<file path="src/sv/assert_macros.svh">
// assertion macros for the rpn stack calculator
`ifndef ASSERT_MACROS_SVH
`define ASSERT_MACROS_SVH
`ifndef NO_ASSERTIONS
`define RSC_ASSERT(label, clk, rst_n, prop) \
    label: assert property (@(posedge clk) disable iff (!rst_n) (prop)) \
        else $error("assertion failed");
`define RSC_ASSERT_IMPL(label, clk, rst_n, ante, cons) \
    label: assert property (@(posedge clk) disable iff (!rst_n) (ante) |-> (cons)) \
        else $error("assertion failed");
`define RSC_ASSERT_NEXT(label, clk, rst_n, ante, cons) \
    label: assert property (@(posedge clk) disable iff (!rst_n) (ante) |=> (cons)) \
        else $error("assertion failed");
`else
`define RSC_ASSERT(label, clk, rst_n, prop)
`define RSC_ASSERT_IMPL(label, clk, rst_n, ante, cons)
`define RSC_ASSERT_NEXT(label, clk, rst_n, ante, cons)
`endif
`endif

</file>
<file path="src/sv/rsc_pkg.sv">
// types, codes and helper functions of the rpn stack calculator
package rsc_pkg;
    localparam int RSC_STACK_DEPTH = 128;
    localparam int RSC_VAR_COUNT   = 52;
    localparam int RSC_FRAC_BITS   = 16;

    localparam int VAL_W  = 32;
    localparam int MODE_W = 4;
    localparam int VIDX_W = 6;
    localparam int STAT_W = 3;

    localparam int SAVE_VAR = 25;

    localparam logic [MODE_W-1:0] MD_NUM   = 4'd0;
    localparam logic [MODE_W-1:0] MD_VAR   = 4'd1;
    localparam logic [MODE_W-1:0] MD_ASG   = 4'd2;
    localparam logic [MODE_W-1:0] MD_ADD   = 4'd3;
    localparam logic [MODE_W-1:0] MD_SUB   = 4'd4;
    localparam logic [MODE_W-1:0] MD_MUL   = 4'd5;
    localparam logic [MODE_W-1:0] MD_DIV   = 4'd6;
    localparam logic [MODE_W-1:0] MD_MOD   = 4'd7;
    localparam logic [MODE_W-1:0] MD_SHOW  = 4'd8;
    localparam logic [MODE_W-1:0] MD_DUP   = 4'd9;
    localparam logic [MODE_W-1:0] MD_SWAP  = 4'd10;
    localparam logic [MODE_W-1:0] MD_CLEAR = 4'd11;
    localparam logic [MODE_W-1:0] MD_EOL   = 4'd12;

    localparam logic [STAT_W-1:0] ST_OK      = 3'd0;
    localparam logic [STAT_W-1:0] ST_EMPTY   = 3'd1;
    localparam logic [STAT_W-1:0] ST_FULL    = 3'd2;
    localparam logic [STAT_W-1:0] ST_ZDIV    = 3'd3;
    localparam logic [STAT_W-1:0] ST_NOVAR   = 3'd4;
    localparam logic [STAT_W-1:0] ST_UNKNOWN = 3'd5;

    typedef logic signed [VAL_W-1:0] t_val;

    function automatic logic [STAT_W-1:0] f_flag(input logic [STAT_W-1:0] cur,
                                                 input logic [STAT_W-1:0] code);
        return (cur == ST_OK) ? code : cur;
    endfunction

    function automatic t_val f_sat(input logic signed [63:0] v);
        if (v > 64'sd2147483647) begin
            return 32'h7fff_ffff;
        end else if (v < -64'sd2147483648) begin
            return 32'h8000_0000;
        end
        return v[VAL_W-1:0];
    endfunction

    function automatic logic [VAL_W-1:0] f_abs(input t_val x);
        return x[VAL_W-1] ? (32'd0 - x) : x;
    endfunction
endpackage

</file>
<file path="src/sv/rsc_stack_mem.sv">
// value stack memory, one write and one registered read port
module rsc_stack_mem import rsc_pkg::*; #(
    parameter int STACK_DEPTH = RSC_STACK_DEPTH,
    parameter int AW = (STACK_DEPTH > 1) ? $clog2(STACK_DEPTH) : 1
) (
    input  logic          i_clk,
    input  logic          i_we,
    input  logic [AW-1:0] i_waddr,
    input  t_val          i_wdata,
    input  logic          i_re,
    input  logic [AW-1:0] i_raddr,
    output t_val          o_rdata
);
    t_val mem [STACK_DEPTH];
    t_val r_rdata;

    always_ff @(posedge i_clk) begin
        if (i_we) begin
            mem[i_waddr] <= i_wdata;
        end
        if (i_re) begin
            r_rdata <= mem[i_raddr];
        end
    end

    assign o_rdata = r_rdata;
endmodule

</file>
<file path="config.mk">
export PLATFORM = sky130hd
export DESIGN_NAME = rsc_stack_mem
export DESIGN_NICKNAME = d
export VERILOG_FILES = /design/src/sv/assert_macros.svh /design/src/sv/rsc_pkg.sv /design/src/sv/rsc_stack_mem.sv
export SDC_FILE = /design/constraint.sdc
export NUM_CORES = 2
export LEC_CHECK = 0
export BUFFER_PORTS_ARGS = -buffer_cell sky130_fd_sc_hd__buf_2
export CORE_MARGIN = 4
export CORE_UTILIZATION = 45
export CTS_CLUSTER_SIZE = 16
export DETAILED_ROUTE_END_ITERATION = 8
export PLACE_DENSITY = 0.63
export SLEW_MARGIN = 5
export SYNTH_ARGS = -nofsm -noshare
export SYNTH_HDL_FRONTEND = slang
export SYNTH_SLANG_ARGS = --single-unit
export TNS_END_PERCENT = 10
</file>
<file path="constraint.sdc">
create_clock -name i_clk -period 4.2 [get_ports i_clk]
set_input_delay 0 -clock i_clk [delete_from_list [all_inputs] [get_ports i_clk]]
set_output_delay 0 -clock i_clk [all_outputs]
set_load 0.005 [all_outputs]
</file>
After elaboration in Yosys (flattened, before gate mapping) --
Memory sizes are Yosys's and may differ from the RTL's. A register that Yosys moved wholly into a read port is not among the register bits. Cells that the tools add are included.
Word-level totals: bits in registers 0, bits in latches 0, memory bits (writable) 4096, memory bits (read-only) 0, output and inout port bits 32, memories kept 1
Memories:
- mem | words 128, width 32, rd ports 1, clocked after Yosys merged registers in 1, write ports 1, line rsc_stack_mem.sv:14 | t_val mem [STACK_DEPTH];
Cells by class: add/sub/neg operators 0, multipliers 0, divide/modulo/power cells 0, magnitude comparators 0, equality and inequality tests 0, shift-type cells 0, mux-type cells 2, bitwise logic cells 0, reduce and logical (&&, ||, !) cells 0
Operators by type and width (count):
- 1-bit two-way mux | 2

Depth between registers and ports, before layout --
word-level depth 2, depth in mapped cells 8, gate-level depth less buffers 4

Worst setup path before layout --
No wires, ideal clock.
path type input to register, start input i_we, end memory mem[98][0] (netlist name) (enable), setup time 461 ps, data arrival time 2778 ps, setup slack 961 ps, cell stages on the path 3, path buffers 1, cells stage by stage clkbuf_1 > nand4_1 > nor3_1
On the way: word-level cells in the longest chain between the ends 2
Ends and longest elaborated chain:
- start: declaration | line rsc_stack_mem.sv:7 | input logic i_we,
- 1-bit two-way mux | line rsc_stack_mem.sv:18 | if (i_we) begin
- 1-bit two-way mux (not written as such) | line rsc_stack_mem.sv:19 | mem[i_waddr] <= i_wdata;
- end: declaration | line rsc_stack_mem.sv:14
No other way between the ends.

==> flow_summary.yaml <==
clock_network:
  htreeDepth: 5
  clock_latency_ns: 0.96
  cts_tree: "built"
  numCtsBuffers: 405
  holdBufCountCts: 45
  path_clk_slew_ns: 0.07
  post_cts_buffers: 0
  cts_resized: 0
  clockBufferDepth: 4
  clock-sinks: 4128
  cts_root_buf: "clkbuf_16"
yosys:
  synth.distinct_cells: 16
  synthCells: 5990
  avgSynthCellArea_um2: 26.1
  ys_seq_area_share_pct: 79.2
  synth_warnings: 0
  yosys-top-cells-area: "edfxtp_1 79%, mux4_2 19%, clkbuf_1 0.44%, nor2_1 0.29%, buf_2 0.25%"
  yosys_register_bits: 4128
  yosysTopAreaCellShare_pct: 79.2
  synth_fp_nets: 6039
  yosys.area.top_type: "edfxtp_1"
  synthesis.area_mm2: 0.157
pwr:
  power_density_mw_per_mm2: 482
  p_total_uw: 86700
  vdd_drop_max_mv: 0.409
  power.leakage_uw: 0.0551
routing:
  route.met2.wl_um: 203000
  ant_nets: 0
  post-route-drc-count: 0
  route.top_layer_used: "met5"
  drtPass1Iterations: 8
  num_vias: 72200
  met3_length_um: 40400
  vias_per_cell: 6.26
  finalWirelength_um: 419000
  drt_iter0_markers: 10800
  drt-wirelength-per-cell_um: 36.4
  wl_met1_um: 162000
setup_path:
  crit_path_max_fanout: 1
  critical_path_arrival_ns: 3.95
  cp_cell_sequence: "mux4_2 > mux4_2 > mux4_2 > mux2_2 > dlygate4sd3_1"
  crit_slowest_cell: "mux4_2"
  critPathMostFrequentCell: "mux4_2"
  critPathTopFamily: "multiplexers"
  critPathBufInv: 1
  cp-start-kind: "flip-flop"
  cp_slowest_stage_delay_ns: 0.68
  path_class: "flip-flop to flip-flop"
  cp-end-kind: "flip-flop"
  crit_required_ns: 4.91
floorplan:
  fp.coreArea_mm2: 0.346
  fp.dieW_um: 598
  rows: 216
  die_area_mm2: 0.357
  ioPinCount: 81
  die_y_um: 598
  initial_core_util_pct: 45.2
placement:
  dp_hpwl_um: 239000
  gp_congestion: 0.811
  placedInstanceArea_mm2: 0.166
  port-buffer-count: 80
sta:
  min_period_over_period_pct: 77.3
  finalSetupViolCount: 0
  hold_violations: 0
  timing.hold.ws_ns: 0.0532
  relSlewSlack_pct: 18.0
  worst_slew_pin_slew_ns: 1.23
  rsz0062_at_grt: "false"
  finClkSkew_ns: 0.0478
  fmax_ghz: 0.308
  timing.setup.tns_ns: 0
  drv_slew: 0
  fin_crit_ns: 3.25
finish:
  nNetsFinal: 6602
  drive_gt1_share_pct: 36.5
  areaGrowthSynthToFinish_pct: 15.0
  fill_cells: 25900
  fin_area_mm2: 0.180
global_route:
  track_usage_pct: 23.4
  antenna_found_initial: 65
  grt_overflow: 0
  grt_pass1_wl_um: 583000
  grt_start_max_net_pins: 90
  grt_pass1_vias: 72200
status:
  status: "complete, no violations"
run:
  max-cap-violations: 0
hold_path:
  min_path_type: "input pin to flip-flop"
==> placed cells by master, fill, tap and decap left out, types with 32 or more instances in the layout <==
cell / synthesis / routed
buf_12: 0 / 90
buf_2: 79 / 42
buf_4: 3 / 291
bufinv_16: 0 / 51
clkbuf_1: 182 / 77
clkbuf_16: 0 / 408
clkinv_1: 0 / 99
clkinv_2: 0 / 73
diode_2: 0 / 50
dlygate4sd3_1: 0 / 45
edfxtp_1: 4128 / 4128
mux2_2: 32 / 32
mux4_2: 1344 / 1344
nor2_4: 0 / 119
==> cells in the mapped netlist (all sizes together) <==
| cell type | instances |
|---|---|
| nor2 | 122 |
| nand2b | 2 |
| nand2 | 14 |
| mux2 | 32 |
| buf | 134 |
| mux4 | 1344 |
| edfxtp | 4128 |
| nand3 | 12 |
| nand4 | 3 |
| nor2b | 7 |
| clkbuf | 182 |
| nor3 | 9 |
| or3 | 1 |
==> cell type report <==
cell class              count  area, µm²  area share (%)
multi-input cells        1546      32300            17.9
repair buffers            472       4700            2.61
well taps                4578       5730            3.18
flip-flops and latches   4128     124000            68.8
diodes                     50        125          0.0695
clock inverters           268       2780            1.54
clock buffers             485      10500            5.83
==> worst reg2reg max path: stages, from the launching register on <==
cell and delay, ns:
edfxtp_1 0.36, mux4_2 0.49, mux4_2 0.58, mux4_2 0.68, mux2_2 0.35, dlygate4sd3_1 0.55
==> routing by layer <==
metal  up-vias  global-route usage (%)
met5         -                       0
met4        24                    6.86
met3       603                    4.03
met2      4074                    37.2
met1     39800                    33.8
li1      27700                       -
==> logic make-up after synthesis <==
group / Yosys count / synth area share [%]
AND/OR/NAND/NOR: 170 / 0.445
buffers and inverters: 316 / 0.837
multiplexers: 1376 / 19.6
flip-flops: 4128 / 79.2
==> final timing paths <==
| kind | start | end | slack [ns] | cells after the start |
|---|---|---|---|---|
| worst min register to register | mem[15][24] | o_rdata[24] | 1.22 | 4 |
| worst min-delay path | i_wdata[19] | mem[98][19] | 0.05 | 2 |
| worst max-delay path | mem[45][22] | o_rdata[22] | 0.95 | 5 |
| worst max register to register | mem[45][22] | o_rdata[22] | 0.95 | 5 |
==> state kept, by name (all words and copies together) (netlist names) <==
name     count
mem       4096
o_rdata     32
==> power by group <==
group | internal (µW) | switching [µW] | leakage (µW) | total [µW]
clock network | 21000 | 15400 | 0.00648 | 36400
registers | 45500 | 130 | 0.0371 | 45700
logic | 1760 | 2880 | 0.0115 | 4630
total | 68300 | 18400 | 0.0551 | 86700
==> metrics by stage <==
stage	setup WS, ns	utilization [%]	instances
after CTS	0.932	51.9	11500
final	0.953	52.0	11500
after global routing	0.973	52.0	11500
after floorplan	0.961	-	5990
after global placement	0.452	48.0	10700
after detailed placement	0.449	48.0	10700
No activity file was read; power rests on OpenSTA's default activity.
