===== src/sv/assert_macros.svh =====
// assertion macros for the rpn stack calculator
`ifndef ASSERT_MACROS_SVH
`define ASSERT_MACROS_SVH
`ifndef NO_ASSERTIONS
`define RSC_ASSERT(label, clk, rst_n, prop) \
    label: assert property (@(posedge clk) disable iff (!rst_n) (prop)) \
        else $error("assertion failed");
`define RSC_ASSERT_IMPL(label, clk, rst_n, ante, cons) \
    label: assert property (@(posedge clk) disable iff (!rst_n) (ante) |-> (cons)) \
        else $error("assertion failed");
`define RSC_ASSERT_NEXT(label, clk, rst_n, ante, cons) \
    label: assert property (@(posedge clk) disable iff (!rst_n) (ante) |=> (cons)) \
        else $error("assertion failed");
`else
`define RSC_ASSERT(label, clk, rst_n, prop)
`define RSC_ASSERT_IMPL(label, clk, rst_n, ante, cons)
`define RSC_ASSERT_NEXT(label, clk, rst_n, ante, cons)
`endif
`endif


===== src/sv/rsc_pkg.sv =====
// types, codes and helper functions of the rpn stack calculator
package rsc_pkg;
    localparam int RSC_STACK_DEPTH = 128;
    localparam int RSC_VAR_COUNT   = 52;
    localparam int RSC_FRAC_BITS   = 16;

    localparam int VAL_W  = 32;
    localparam int MODE_W = 4;
    localparam int VIDX_W = 6;
    localparam int STAT_W = 3;

    localparam int SAVE_VAR = 25;

    localparam logic [MODE_W-1:0] MD_NUM   = 4'd0;
    localparam logic [MODE_W-1:0] MD_VAR   = 4'd1;
    localparam logic [MODE_W-1:0] MD_ASG   = 4'd2;
    localparam logic [MODE_W-1:0] MD_ADD   = 4'd3;
    localparam logic [MODE_W-1:0] MD_SUB   = 4'd4;
    localparam logic [MODE_W-1:0] MD_MUL   = 4'd5;
    localparam logic [MODE_W-1:0] MD_DIV   = 4'd6;
    localparam logic [MODE_W-1:0] MD_MOD   = 4'd7;
    localparam logic [MODE_W-1:0] MD_SHOW  = 4'd8;
    localparam logic [MODE_W-1:0] MD_DUP   = 4'd9;
    localparam logic [MODE_W-1:0] MD_SWAP  = 4'd10;
    localparam logic [MODE_W-1:0] MD_CLEAR = 4'd11;
    localparam logic [MODE_W-1:0] MD_EOL   = 4'd12;

    localparam logic [STAT_W-1:0] ST_OK      = 3'd0;
    localparam logic [STAT_W-1:0] ST_EMPTY   = 3'd1;
    localparam logic [STAT_W-1:0] ST_FULL    = 3'd2;
    localparam logic [STAT_W-1:0] ST_ZDIV    = 3'd3;
    localparam logic [STAT_W-1:0] ST_NOVAR   = 3'd4;
    localparam logic [STAT_W-1:0] ST_UNKNOWN = 3'd5;

    typedef logic signed [VAL_W-1:0] t_val;

    function automatic logic [STAT_W-1:0] f_flag(input logic [STAT_W-1:0] cur,
                                                 input logic [STAT_W-1:0] code);
        return (cur == ST_OK) ? code : cur;
    endfunction

    function automatic t_val f_sat(input logic signed [63:0] v);
        if (v > 64'sd2147483647) begin
            return 32'h7fff_ffff;
        end else if (v < -64'sd2147483648) begin
            return 32'h8000_0000;
        end
        return v[VAL_W-1:0];
    endfunction

    function automatic logic [VAL_W-1:0] f_abs(input t_val x);
        return x[VAL_W-1] ? (32'd0 - x) : x;
    endfunction
endpackage


===== src/sv/rsc_var_mem.sv =====
// variable store memory with per-entry valid bits, unwritten entries read zero
module rsc_var_mem import rsc_pkg::*; #(
    parameter int VAR_COUNT = RSC_VAR_COUNT,
    parameter int VW = $clog2(VAR_COUNT)
) (
    input  logic          i_clk,
    input  logic          i_rst_n,
    input  logic          i_we,
    input  logic [VW-1:0] i_waddr,
    input  t_val          i_wdata,
    input  logic          i_re,
    input  logic [VW-1:0] i_raddr,
    output t_val          o_rdata
);
    t_val                 mem [VAR_COUNT];
    logic [VAR_COUNT-1:0] r_valid;
    t_val                 r_rdata;

    always_ff @(posedge i_clk) begin
        if (i_we) begin
            mem[i_waddr] <= i_wdata;
        end
        if (i_re) begin
            r_rdata <= r_valid[i_raddr] ? mem[i_raddr] : '0;
        end
    end

    always_ff @(posedge i_clk) begin
        if (!i_rst_n) begin
            r_valid <= '0;
        end else if (i_we) begin
            r_valid[i_waddr] <= 1'b1;
        end
    end

    assign o_rdata = r_rdata;
endmodule


===== config.mk =====
export PLATFORM = sky130hd
export DESIGN_NAME = rsc_var_mem
export DESIGN_NICKNAME = d
export VERILOG_FILES = /design/src/sv/assert_macros.svh /design/src/sv/rsc_pkg.sv /design/src/sv/rsc_var_mem.sv
export SDC_FILE = /design/constraint.sdc
export NUM_CORES = 1
export LEC_CHECK = 0
export CAP_MARGIN = 20
export CORE_UTILIZATION = 50
export CTS_CLUSTER_SIZE = 20
export DETAILED_ROUTE_END_ITERATION = 16
export DONT_BUFFER_PORTS = 1
export HOLD_SLACK_MARGIN = 0.02
export SYNTH_ARGS = -nofsm -noshare
export SYNTH_HDL_FRONTEND = slang
export SYNTH_SLANG_ARGS = --single-unit

===== constraint.sdc =====
create_clock -name i_clk -period 5.3 [get_ports i_clk]
set_input_delay 1.06 -clock i_clk [delete_from_list [all_inputs] [get_ports i_clk]]
set_output_delay 1.06 -clock i_clk [all_outputs]
set_load 0.05 [all_outputs]

Word level (Yosys, flattened, before mapping)
Memories as Yosys holds them, arrays and structs flattened. A register that Yosys moved wholly into a read port is not among the register bits.
Index checks and enable logic that the tools add are counted.
{ "op_classes": {"magnitude_cmp": 3, "muxes": 6, "bitwise": 1, "n_reduce_logical": 2} }
{ "op_table": {"columns": ["operator", "n"], "rows": [
  ["OR 52 bit", 1],
  ["less-than comparator 6 x 7 -> 1 bit, second input constant", 2],
  ["binary-select mux 1 bit (select 6 bit)", 1],
  ["demux 1 bit (select 6 bit)", 1],
  [">= comparator 6 x 1 -> 1 bit, second input constant", 1],
  ["two-way mux 1 bit", 4],
  ["logical AND 1 bit", 1],
  ["zero test 1 bit", 1]
]} }
{ "word_totals": {"regBits": 52, "ramBits": 1664, "inputBits": 48, "elab_cells": 14, "n_memories": 1} }
{ "memory_table": {"columns": ["memory", "depth", "width", "read_ports", "rd_clocked_by_memory_dff", "wr", "line_no", "rtl"], "rows": [
  ["mem", 52, 32, 1, 1, 1, "rsc_var_mem.sv:15", "t_val mem [VAR_COUNT];"]
]} }

Logic depth before layout (Yosys ltp)
{ "depth": {"word_depth": 5, "mapped_depth": 10, "ltp_nobuf": 5} }

Worst setup path after synthesis
Ideal clock, no wire load.
{ "synth_path": {"path_kind": "input port to flip-flop", "start": "input i_we", "end": "memory mem[24][0] (netlist bit), enable pin", "setup_time_ns": 0.463, "arrival_ns": 3.749, "required_time_ns": 4.837, "slack_ns": 1.087, "cell_stages": 3, "path_buffers": 0, "path_cell_list": "nor2b_1 -> nand2_1 -> nor3_1"} }
{ "synth_between": {"elab_chain_len": 2} }
{ "synth_rtl": {"columns": ["item", "line_no", "rtl"], "rows": [
  ["start, declared", "rsc_var_mem.sv:8", "input logic i_we,"],
  ["two-way mux 1 bit", "rsc_var_mem.sv:20", "if (i_we) begin"],
  ["two-way mux 1 bit (implied by the code)", "rsc_var_mem.sv:21", "mem[i_waddr] <= i_wdata;"],
  ["end, declared", "rsc_var_mem.sv:15", null]
]} }
Every way passes these cells.

Final worst setup path
{ "layout_path": {"start": "input i_raddr[1]", "end": "register r_rdata[6], in the netlist o_rdata[6], read port of mem, data pin"} }
{ "layout_between": {"elab_chain_len": 3} }
{ "layout_rtl": {"columns": ["item", "line_no", "rtl"], "rows": [
  ["start, declared", "rsc_var_mem.sv:12", "input logic [VW-1:0] i_raddr,"],
  ["binary-select mux 1 bit (select 6 bit)", "rsc_var_mem.sv:24", "r_rdata <= r_valid[i_raddr] ? mem[i_raddr] : '0;"],
  ["two-way mux 1 bit (implied by the code)", "rsc_var_mem.sv:24", null],
  ["zero test 1 bit (no line)", null, null],
  ["end, declared", "rsc_var_mem.sv:17", "t_val r_rdata;"]
]} }
Parallel ways exist; a longest one is shown, timed or not. The select of a mux whose other input is x is not followed.
A chain may end at the register's enable or synchronous reset.

==> metrics.md <==
| Metric | Value |
|---|---|
| Adder-cell share of the synthesized area | 0% |
| Failing checks | max-slew violations |
| Core area | 132000 µm² |
| Final Slew Violations | 57 |
| Syn nets | approximately 3000 |
| First-pass GRT wire length | 231.4 mm |
| Tmin final | around 3.4 ns |
| Pre-antenna DRT Iters | 5 |
| Final worst-path cycle share | around 63% |
| Yosys top cell by area | edfxtp_1 |
| Routed len/inst | 32.49 µm |
| Post-Route Utilization | 56.66% |
| Number of synthesized flops with an enable pin | 1696 |
| Synth Area in Simple Gates | 0.8359% |
| Synth warn | 0 |
| Vias | 31200 |
| WP data required | 5.84 ns |
| Power Dens Cells | 377.4 nW/µm² |
| Gr ovfl total | 0 |
| Ys async rst share | 0% |
| Synth top cells by count | 1696 x edfxtp_1, 362 x mux4_2, 166 x mux2i_1, 96 x mux2_2, 93 x a21oi_1 |
| Synth unique cells | 43 |
| H-Tree Level Count | 4 |
| Synth Instances | 2990 |
| CP arrival | 3.90 ns |
| Antenna viol nets, final | 0 |
| Vias in the first global route | about 32000 |
| RSZ-0062 raised after global routing | no |
| Hold path cells | 0 |
| Cts hold-fix bufs | 0 |
| I/O Buffers | 0 |
| Post-synth top area share | 76.29% |
| Initial core utilization | just over 50% |
| DRT Wirelength | 161.3 mm |
| F_max | 297.8 MHz |
| Site row count | 133 |
| Worst Setup Path Type | in2reg |
| Worst min path class | in2reg |
| Worst setup skew after layout | 0.02651 ns |
| Max Root-Sink Buffers | 3 |
| TNS Setup | 0 ns |
| DRT iter0 DRCs | 3557 |
| Clk_lat worst skew | 0.80 ns |
| CTS tree | yes |
| Chip width | 367.4 µm |
| Area of the mapped netlist | 66760 µm² |
| Dpl hpwl | a little under 90 mm |
| Residual DRC count | 0 |
| CTS Buf Count | 176 |
| Final Hold Fails | 0 |
| CTS Sinks | 1748 |
| Post-CTS resize count | 0 |
| Layout cells sized above 1 | 26.43% |
| Layout area overhead | 12.01% |
| Synth top area cells | edfxtp_1 76%, mux4_2 12%, mux2i_1 2.5% |
| Max_cap viols | 0 |
| Max VDD drop | between 200 and 300 µV |
| Mux cell area share after synthesis | 16.36% |
| Crit-path max FO | 302 |
| Worst r2r path cells | 6 |
| Post-CTS setup buffer count | 0 |
| Status | finished with violations |
| Final setup vio count | 0 |
| I/O Pins | 80 |
| GRT Overall Usage | 24.13% |
| Placed Cells | 4629 |
| Initial antenna violation count | 3 |
| Drt via density | ~6.3 |
| Startpoint types | input pin |
| Largest family of logic cells by synthesized area | multiplexers |
| Sequential share of the synthesized area | 77.85% |
| Leakage Power | 23.38 nW |
| Final Non-Filler Cells | 4965 |
| Die area | 135000 µm² |
| Top-count cell post-synth | edfxtp_1 |
| Root buffer cell | clkbuf_16 |
| Largest net degree at the start of global routing | 373 |
| Rel. slew slack | -2.209% |
| Final Net Count | 3110 |
| Syn_area_per_cell | 22.33 µm² |
| Synth Flop Type | edfxtp_1 |
| Worst slew pin tran | 1.533 ns |
| Placer Congestion | 0.8360 |
| Die Span Y | roughly 370 µm |
| CTS clk-pin slew, worst paths | 0.06 ns |
| XOR/XNOR Fraction of Synth Area | 0% |
| Critical path endpoint category | flip-flop |
| Seq cells post-synth | 1748 |
| Synth Area in Compound Gates | about 3.6% |
cells by family (layout without fill, tap and decap cells):
kind of cell,after synthesis,after routing
compound gates,313,313
other cells,0,1
mux,625,625
simple gates,128,128
buf+inv,176,395
flops,1748,1748
path summary, 6_finish.rpt:
check              startpoint          end  slack [ns]
setup / recovery   i_raddr[1]   o_rdata[6]        1.94
hold / removal     i_wdata[2]   mem[34][2]        0.36
setup reg to reg  r_valid[31]   o_rdata[6]        2.81
hold reg to reg   r_valid[18]  r_valid[18]        0.46
per-layer routing:
metal | GRT usage (%) | wire [µm] | up-vias
met5 | 0 | 0 | -
met3 | 5.117 | 13260 | 226
li1 | - | - | 12870
met4 | 6.314 | 3487 | 0
met2 | 37.39 | 76960 | 1305
met1 | 35.08 | 67600 | 16790
layout by cell type, fill, tap and decap left out, types with 5 or more instances in the layout:
master,netlist,final
clkinv_2,0,24
mux4_2,362,362
a22o_1,32,32
o22ai_1,32,32
buf_12,0,8
clkbuf_16,0,181
a21oi_1,93,93
buf_16,0,6
buf_4,19,54
bufinv_16,0,11
edfxtp_1,1696,1696
inv_6,0,6
nand3_1,5,5
nand2_1,45,45
o21a_1,52,52
a221oi_2,29,29
nor2_4,0,49
o221ai_1,64,64
clkinv_1,0,44
mux2i_1,166,166
clkbuf_1,79,47
dfxtp_1,52,52
mux2_2,96,96
through the flow:
stage | instance area [µm²] | worst slack, ns | power (mW) | hold slack (ns)
2_1_floorplan | 66760 | 1.087 | 16.40 | 0.4324
3_3_place_gp | 68900 | 1.596 | 16.49 | 0.4400
3_5_place_dp | 68980 | 1.616 | 16.50 | 0.4497
4_1_cts | 74530 | 2.480 | 28.38 | 0.2927
5_1_grt | 74770 | 2.169 | 28.91 | 0.3183
6_report | 74780 | 1.942 | 28.22 | 0.3616
worst max-delay path, cell delays in order:
cell	delay, ns
nand3b_1	0.39
buf_4	0.52
o22ai_1	0.18
nor4_1	0.55
a211oi_4	0.11
buf_4	0.31
a22o_1	0.27
flip-flops by register name, indices dropped and copies added, names as in the netlist:
name and cells:
r_valid 52, mem 1664, o_rdata 32
layout make-up:
class                      instances  area, µm²
antenna                            1      2.502
multi-input combinational       1066      14320
inverter                           2      7.507
tap                             1755       2196
clock buffer                     231       4747
timing repair buffer              68      730.7
fill                            9559      57190
clock inverter                    94      798.3
sequential                      1748      51970
power breakdown:
group | internal [mW] | leakage (nW) | total [mW] | switching [mW]
sequential | 15.3 | 15.7 | 15.4 | 0.0978
clock | 6.84 | 2.70 | 12.0 | 5.14
combinational | 0.460 | 4.97 | 0.878 | 0.418
(Power assumes the default switching activity.)
