===== src/sv/assert_macros.svh =====
// assertion macros for the rpn stack calculator
`ifndef ASSERT_MACROS_SVH
`define ASSERT_MACROS_SVH
`ifndef NO_ASSERTIONS
`define RSC_ASSERT(label, clk, rst_n, prop) \
    label: assert property (@(posedge clk) disable iff (!rst_n) (prop)) \
        else $error("assertion failed");
`define RSC_ASSERT_IMPL(label, clk, rst_n, ante, cons) \
    label: assert property (@(posedge clk) disable iff (!rst_n) (ante) |-> (cons)) \
        else $error("assertion failed");
`define RSC_ASSERT_NEXT(label, clk, rst_n, ante, cons) \
    label: assert property (@(posedge clk) disable iff (!rst_n) (ante) |=> (cons)) \
        else $error("assertion failed");
`else
`define RSC_ASSERT(label, clk, rst_n, prop)
`define RSC_ASSERT_IMPL(label, clk, rst_n, ante, cons)
`define RSC_ASSERT_NEXT(label, clk, rst_n, ante, cons)
`endif
`endif


===== src/sv/rsc_pkg.sv =====
// types, codes and helper functions of the rpn stack calculator
package rsc_pkg;
    localparam int RSC_STACK_DEPTH = 128;
    localparam int RSC_VAR_COUNT   = 52;
    localparam int RSC_FRAC_BITS   = 16;

    localparam int VAL_W  = 32;
    localparam int MODE_W = 4;
    localparam int VIDX_W = 6;
    localparam int STAT_W = 3;

    localparam int SAVE_VAR = 25;

    localparam logic [MODE_W-1:0] MD_NUM   = 4'd0;
    localparam logic [MODE_W-1:0] MD_VAR   = 4'd1;
    localparam logic [MODE_W-1:0] MD_ASG   = 4'd2;
    localparam logic [MODE_W-1:0] MD_ADD   = 4'd3;
    localparam logic [MODE_W-1:0] MD_SUB   = 4'd4;
    localparam logic [MODE_W-1:0] MD_MUL   = 4'd5;
    localparam logic [MODE_W-1:0] MD_DIV   = 4'd6;
    localparam logic [MODE_W-1:0] MD_MOD   = 4'd7;
    localparam logic [MODE_W-1:0] MD_SHOW  = 4'd8;
    localparam logic [MODE_W-1:0] MD_DUP   = 4'd9;
    localparam logic [MODE_W-1:0] MD_SWAP  = 4'd10;
    localparam logic [MODE_W-1:0] MD_CLEAR = 4'd11;
    localparam logic [MODE_W-1:0] MD_EOL   = 4'd12;

    localparam logic [STAT_W-1:0] ST_OK      = 3'd0;
    localparam logic [STAT_W-1:0] ST_EMPTY   = 3'd1;
    localparam logic [STAT_W-1:0] ST_FULL    = 3'd2;
    localparam logic [STAT_W-1:0] ST_ZDIV    = 3'd3;
    localparam logic [STAT_W-1:0] ST_NOVAR   = 3'd4;
    localparam logic [STAT_W-1:0] ST_UNKNOWN = 3'd5;

    typedef logic signed [VAL_W-1:0] t_val;

    function automatic logic [STAT_W-1:0] f_flag(input logic [STAT_W-1:0] cur,
                                                 input logic [STAT_W-1:0] code);
        return (cur == ST_OK) ? code : cur;
    endfunction

    function automatic t_val f_sat(input logic signed [63:0] v);
        if (v > 64'sd2147483647) begin
            return 32'h7fff_ffff;
        end else if (v < -64'sd2147483648) begin
            return 32'h8000_0000;
        end
        return v[VAL_W-1:0];
    endfunction

    function automatic logic [VAL_W-1:0] f_abs(input t_val x);
        return x[VAL_W-1] ? (32'd0 - x) : x;
    endfunction
endpackage


===== src/sv/rsc_div.sv =====
// bit-serial restoring divider on magnitudes, one quotient bit per cycle
module rsc_div import rsc_pkg::*; #(
    parameter int NB = VAL_W + RSC_FRAC_BITS
) (
    input  logic             i_clk,
    input  logic             i_rst_n,
    input  logic             i_start,
    input  logic [NB-1:0]    i_dividend,
    input  logic [VAL_W-1:0] i_divisor,
    output logic             o_busy,
    output logic             o_done,
    output logic [NB-1:0]    o_quot,
    output logic [VAL_W-1:0] o_rem
);
    localparam int SW = $clog2(NB + 1);

    logic             r_busy, r_done;
    logic [SW-1:0]    r_n;
    logic [NB-1:0]    r_q;
    logic [VAL_W-1:0] r_rem, r_d;
    logic [VAL_W:0]   w_trial;
    logic             w_ge;

    assign w_trial = {r_rem, r_q[NB-1]};
    assign w_ge    = (w_trial >= {1'b0, r_d});

    always_ff @(posedge i_clk) begin
        if (!i_rst_n) begin
            r_busy <= 1'b0;
            r_done <= 1'b0;
            r_n    <= '0;
        end else begin
            r_done <= 1'b0;
            if (i_start) begin
                r_busy <= 1'b1;
                r_n    <= '0;
            end else if (r_busy) begin
                r_n <= r_n + SW'(1);
                if (r_n == SW'(NB - 1)) begin
                    r_busy <= 1'b0;
                    r_done <= 1'b1;
                end
            end
        end
    end

    always_ff @(posedge i_clk) begin
        if (i_start) begin
            r_q   <= i_dividend;
            r_d   <= i_divisor;
            r_rem <= '0;
        end else if (r_busy) begin
            r_q   <= {r_q[NB-2:0], w_ge};
            r_rem <= w_ge ? VAL_W'(w_trial - {1'b0, r_d}) : w_trial[VAL_W-1:0];
        end
    end

    assign o_busy = r_busy;
    assign o_done = r_done;
    assign o_quot = r_q;
    assign o_rem  = r_rem;
endmodule


===== config.mk =====
export PLATFORM = sky130hd
export DESIGN_NAME = rsc_div
export DESIGN_NICKNAME = d
export VERILOG_FILES = /design/src/sv/assert_macros.svh /design/src/sv/rsc_pkg.sv /design/src/sv/rsc_div.sv
export SDC_FILE = /design/constraint.sdc
export NUM_CORES = 1
export LEC_CHECK = 0
export ABC_AREA = 0
export BUFFER_PORTS_ARGS = -buffer_cell sky130_fd_sc_hd__buf_2
export CAP_MARGIN = 0
export CORE_MARGIN = 2
export CORE_UTILIZATION = 50
export CTS_BUF_LIST = sky130_fd_sc_hd__clkbuf_2 sky130_fd_sc_hd__clkbuf_4 sky130_fd_sc_hd__clkbuf_8
export CTS_CLUSTER_SIZE = 12
export DETAILED_ROUTE_END_ITERATION = 7
export PLACE_DENSITY = 0.79
export SLEW_MARGIN = 5
export SYNTH_ARGS = -nofsm -noshare
export SYNTH_HDL_FRONTEND = slang
export SYNTH_SLANG_ARGS = --single-unit

===== constraint.sdc =====
create_clock -name i_clk -period 2.9 [get_ports i_clk]
set_input_delay 0.29 -clock i_clk [delete_from_list [all_inputs] [get_ports i_clk]]
set_output_delay 0.29 -clock i_clk [all_outputs]
set_load 0.01 [all_outputs]

* Word-level counts from Yosys, hierarchy flattened
Index checks and enable logic that the tools add are counted.
Cells by class: bitwise logic cells 2, add/sub/neg operators 2, equal/unequal tests 1, magnitude comparators 1, reductions and logical operators 3, multiplexer cells 7
Operators by type and width (count):
- 48-bit two-way mux | 2
- 33-bit by 32-bit greater-or-equal comparator with 1-bit output | 1
- 32-bit two-way mux | 1
- 32-bit subtractor | 1
- 6-bit by 1-bit adder with 6-bit output, second input constant | 1
- 6-bit == test, second input constant | 1
- 1-bit two-way mux | 4
- 3-bit OR reduction | 1
- 1-bit inverter | 2
- 2-bit nonzero test | 1
- 2-bit OR reduction | 1
Word-level totals: bits of input ports 83, bits in registers 120, logic and storage cells 22, output and inout bits 82

* Longest topological paths before layout
depth in word-level cells 4, mapped depth 14, mapped depth without buffers 12

* Worst setup path after synthesis
OpenSTA, ideal clock, no wires.
kind register to register, from register r_rem[18] (netlist: o_rem[18]), to register r_q[0] (netlist: o_quot[0]) (data pin), setup time 0.260 ns, buffers on the path 3, stages on the path, launching flop included 13, arrival time 2.609 ns, clock period less this slack 2.869 ns, required time 2.640 ns, slack 0.031 ns, cell sequence dfxtp_1 ha_1 buf_6 and3_4 and2_4 a41o_1 o311a_1 a21oi_2 o21ai_2 o32a_2 buf_6 buf_6 mux2_2
On the way: longest elaborated chain between the ends 3
Ends and longest elaborated chain:
- start, declared | RTL line rsc_div.sv:20 | logic [VAL_W-1:0] r_rem, r_d;
- start signal, assigned | RTL line rsc_div.sv:54 | r_rem <= w_ge ? VAL_W'(w_trial - {1'b0, r_d}) : w_trial[VAL_W-1:0];
- 33-bit by 32-bit greater-or-equal comparator with 1-bit output | RTL line rsc_div.sv:25 | assign w_ge = (w_trial >= {1'b0, r_d});
- 48-bit two-way mux | RTL line rsc_div.sv:52 | end else if (r_busy) begin
- 48-bit two-way mux | RTL line rsc_div.sv:48 | if (i_start) begin
- end signal, assigned | RTL line rsc_div.sv:49 | r_q <= i_dividend;
- end signal, assigned | RTL line rsc_div.sv:53 | r_q <= {r_q[NB-2:0], w_ge};
- end, declared | RTL line rsc_div.sv:19 | logic [NB-1:0] r_q;
No other way between the ends. The select of a mux whose other input is x is not followed. A chain may end at the register's enable or synchronous reset.

* Worst setup path in the final report
from register r_d[24], to register r_rem[2] (netlist: o_rem[2])
On the way: longest elaborated chain between the ends 2
Ends and longest elaborated chain:
- start, declared | RTL line rsc_div.sv:20
- start signal, assigned | RTL line rsc_div.sv:50 | r_d <= i_divisor;
- 33-bit by 32-bit greater-or-equal comparator with 1-bit output | RTL line rsc_div.sv:25
- 32-bit two-way mux | RTL line rsc_div.sv:54
No other way between the ends.

==> metrics <==
outcome=completed; Routed WL=18400 um; Setup TNS=0 ns; DPL Wire Length=12800 um; Vias/cell=5.56; WL per Instance=17.4 um; period utilization=99.3%; min Tclk post-route=2.88 ns; area delta synth->final=35.0%; count of cell types in the netlist=70; worst reg-to-reg setup slack=0.02 ns; Mapped Cells=621; num rows=42; CP endpoint kind=flip-flop; EDFF count, synth=80; maximum clock frequency=0.347 GHz; Pre-Repair DR Iteration Count=5; Slew @ Worst Pin=0.730 ns; Cell Chain, Critical Path=inv_1 > ha_1 > and3_4 > and2_4 > a41o_1 > o311a_1 > a21oi_2 > o21ai_4 > o32a_4 > buf_4 > mux2i_1 > a211oi_1; Worst Path Arrival=3.21 ns; IO buf count=164; Die W=120 um; Buf+Inv Stages, Crit Path=2; vias in the first global route=5895; core area=13100 um^2; unrepaired setup endpoints after global routing=yes; WHS=0.0343 ns; # setup viols final=0; full die area=14300 um^2; Die H=120 um; max-slew violations=0; Initial Utilization=50.8%; H-tree depth=4; latest clock arrival within the worst-skew pair=0.45 ns; gr ovfl total=0; Residual DRC=0; Worst Hold Class=input pin to flip-flop; CTS tree=yes; crit start category=flip-flop; slowest stage delay, CP=0.36 ns; Routed Antenna Nets=0; commonest register cell after synthesis=edfxtp_1; gr usage total=25.2%; Critical Path RT=3.23 ns; Syn Area/Cell=10.8 um^2; P per Cell Area=578 nW/um^2; ys async rst share=0%; relative slew slack=51.3%; Largest delay share family, worst path=compound AO/OA/AOI/OAI gates; via count=5860; post-synthesis sequential area ratio=48.0%; Final #Nets=982; top cell type by total area after synthesis=edfxtp_1; Hold Fails Final Rpt=0; power after layout=5.21 mW; Yosys warnings=0; top-count cell post-synth=edfxtp_1; worst-path cell with the longest stage delay=edfxtp_1; largest net degree at the start of global routing=70; CTS root buf=clkbuf_8; share of layout cells above drive strength 1=40.4%; Post-Syn Nets=738; clock-pin slew on the worst setup and hold paths=0.08 ns; 1st-iter DRT viols=386; Top Ports=165; first-pass GRT wire length=28500 um; clk buf depth=2; fillcell total=981; initial antenna violation count=0; Commonest cells post-synth=80 x edfxtp_1, 55 x nor2_1, 48 x mux2_2; FF+latch count, synth=120; max cap viols=0; Clock Skew=0.0171 ns; Cell Area, Synth=6680 um^2; Crit Path Category=flip-flop to flip-flop; Max IR drop VDD=0.000425 V; Num CTS Buffers=17; Final Wtd Congestion=0.942; leakage dissipation=3.92 nW; design area=9010 um^2; CTS sink cnt=120; area post-placement=7990 um^2; CP max FO=6; Antenna Cells=0; synth top area cells=edfxtp_1 36%, dfxtp_1 12%, mux2_2 8.1%; Yosys top cell area share=36.0%
## layout by cell type, fill, tap and decap left out, drive strengths merged, types with 3 or more instances in the layout
| cell | Yosys | routed |
|---|---|---|
| dfxtp | 40 | 40 |
| mux2 | 48 | 48 |
| xnor2 | 17 | 17 |
| o21ai | 25 | 25 |
| edfxtp | 80 | 80 |
| a21oi | 38 | 38 |
| nand3 | 7 | 7 |
| mux2i | 22 | 22 |
| nor3 | 9 | 9 |
| nand2 | 43 | 43 |
| a31oi | 8 | 8 |
| xor2 | 11 | 11 |
| a21o | 11 | 11 |
| clkbuf | 23 | 23 |
| a31o | 4 | 4 |
| and2 | 3 | 3 |
| and3 | 8 | 8 |
| a211oi | 26 | 26 |
| nand4 | 7 | 7 |
| nor2b | 5 | 5 |
| inv | 37 | 37 |
| dlygate4sd3 | 0 | 29 |
| or3 | 6 | 6 |
| clkinv | 1 | 3 |
| and4 | 4 | 4 |
| nor2 | 56 | 56 |
| buf | 8 | 225 |
| a311oi | 8 | 8 |
| ha | 33 | 33 |
| clkinvlp | 0 | 6 |
## layout make-up
class / count / area [um^2] / area share [%]
clock inverter: 10 / 123 / 1.36
timing repair buffer: 255 / 1650 / 18.3
sequential: 120 / 3200 / 35.5
clock buffer: 22 / 284 / 3.15
tap: 176 / 220 / 2.44
multi-input combinational: 433 / 3400 / 37.7
inverter: 38 / 143 / 1.58
## registers in the layout, indices dropped and copies added, names as in the netlist
name and flops:
r_n 6, r_d 32, o_rem 32, o_quot 48
o_busy 1, o_done 1
## kinds of logic (layout without fill, tap and decap cells)
| kind of cell | count (synthesis) | count (layout) | synth area share, % |
|---|---|---|---|
| buf+inv | 69 | 325 | 4.65 |
| xor+xnor | 28 | 28 | 3.67 |
| mux | 70 | 70 | 11.4 |
| fa+ha+maj | 34 | 34 | 6.48 |
| simple gates | 159 | 159 | 11.7 |
| flops | 120 | 120 | 48.0 |
| compound gates | 141 | 142 | 14.1 |
## stage by stage
step	util [%]	instances	setup slack [ns]
floorplan	-	621	0.0313
global placement	60.8	983	0.0844
detailed placement	60.8	983	0.00560
CTS	66.2	1044	0.00598
global route	68.6	1054	-0.0443
finish	68.6	1054	0.0209
## routing by layer
metal | up-vias | GRT usage [%] | part of all wire [%]
li1 | 2796 | - | -
met1 | 2810 | 31.0 | 41
met2 | 224 | 42.9 | 50
met3 | 30 | 6.46 | 7.7
met4 | 0 | 8.68 | 1.7
met5 | - | 0 | 0
## repair_timing
action	4_1_cts	5_1_grt
setup endpoints to repair	4	31
cloned	0	2
buffers inserted	0	8
pin swaps	0	23
resized for setup	1	40
hold buffers	29	0
hold endpoints to repair	29	0
## where the power goes
group	leakage (nW)	internal, mW	switching (mW)
Sequential	1.13	2.00	0.102
Clock	0.188	0.838	0.701
Combinational	2.61	0.751	0.812
## final timing paths
path                            cells past startpoint               endpoint                   from
worst max-delay path                               12  o_rem[2]$_SDFFE_PP0P_      r_d[24]$_DFFE_PP_
worst max register to register                     12  o_rem[2]$_SDFFE_PP0P_      r_d[24]$_DFFE_PP_
worst min-delay path                                1      r_d[12]$_DFFE_PP_          i_divisor[12]
worst min register to register                      2  o_rem[5]$_SDFFE_PP0P_  o_rem[5]$_SDFFE_PP0P_
(Power assumes the default switching activity.)
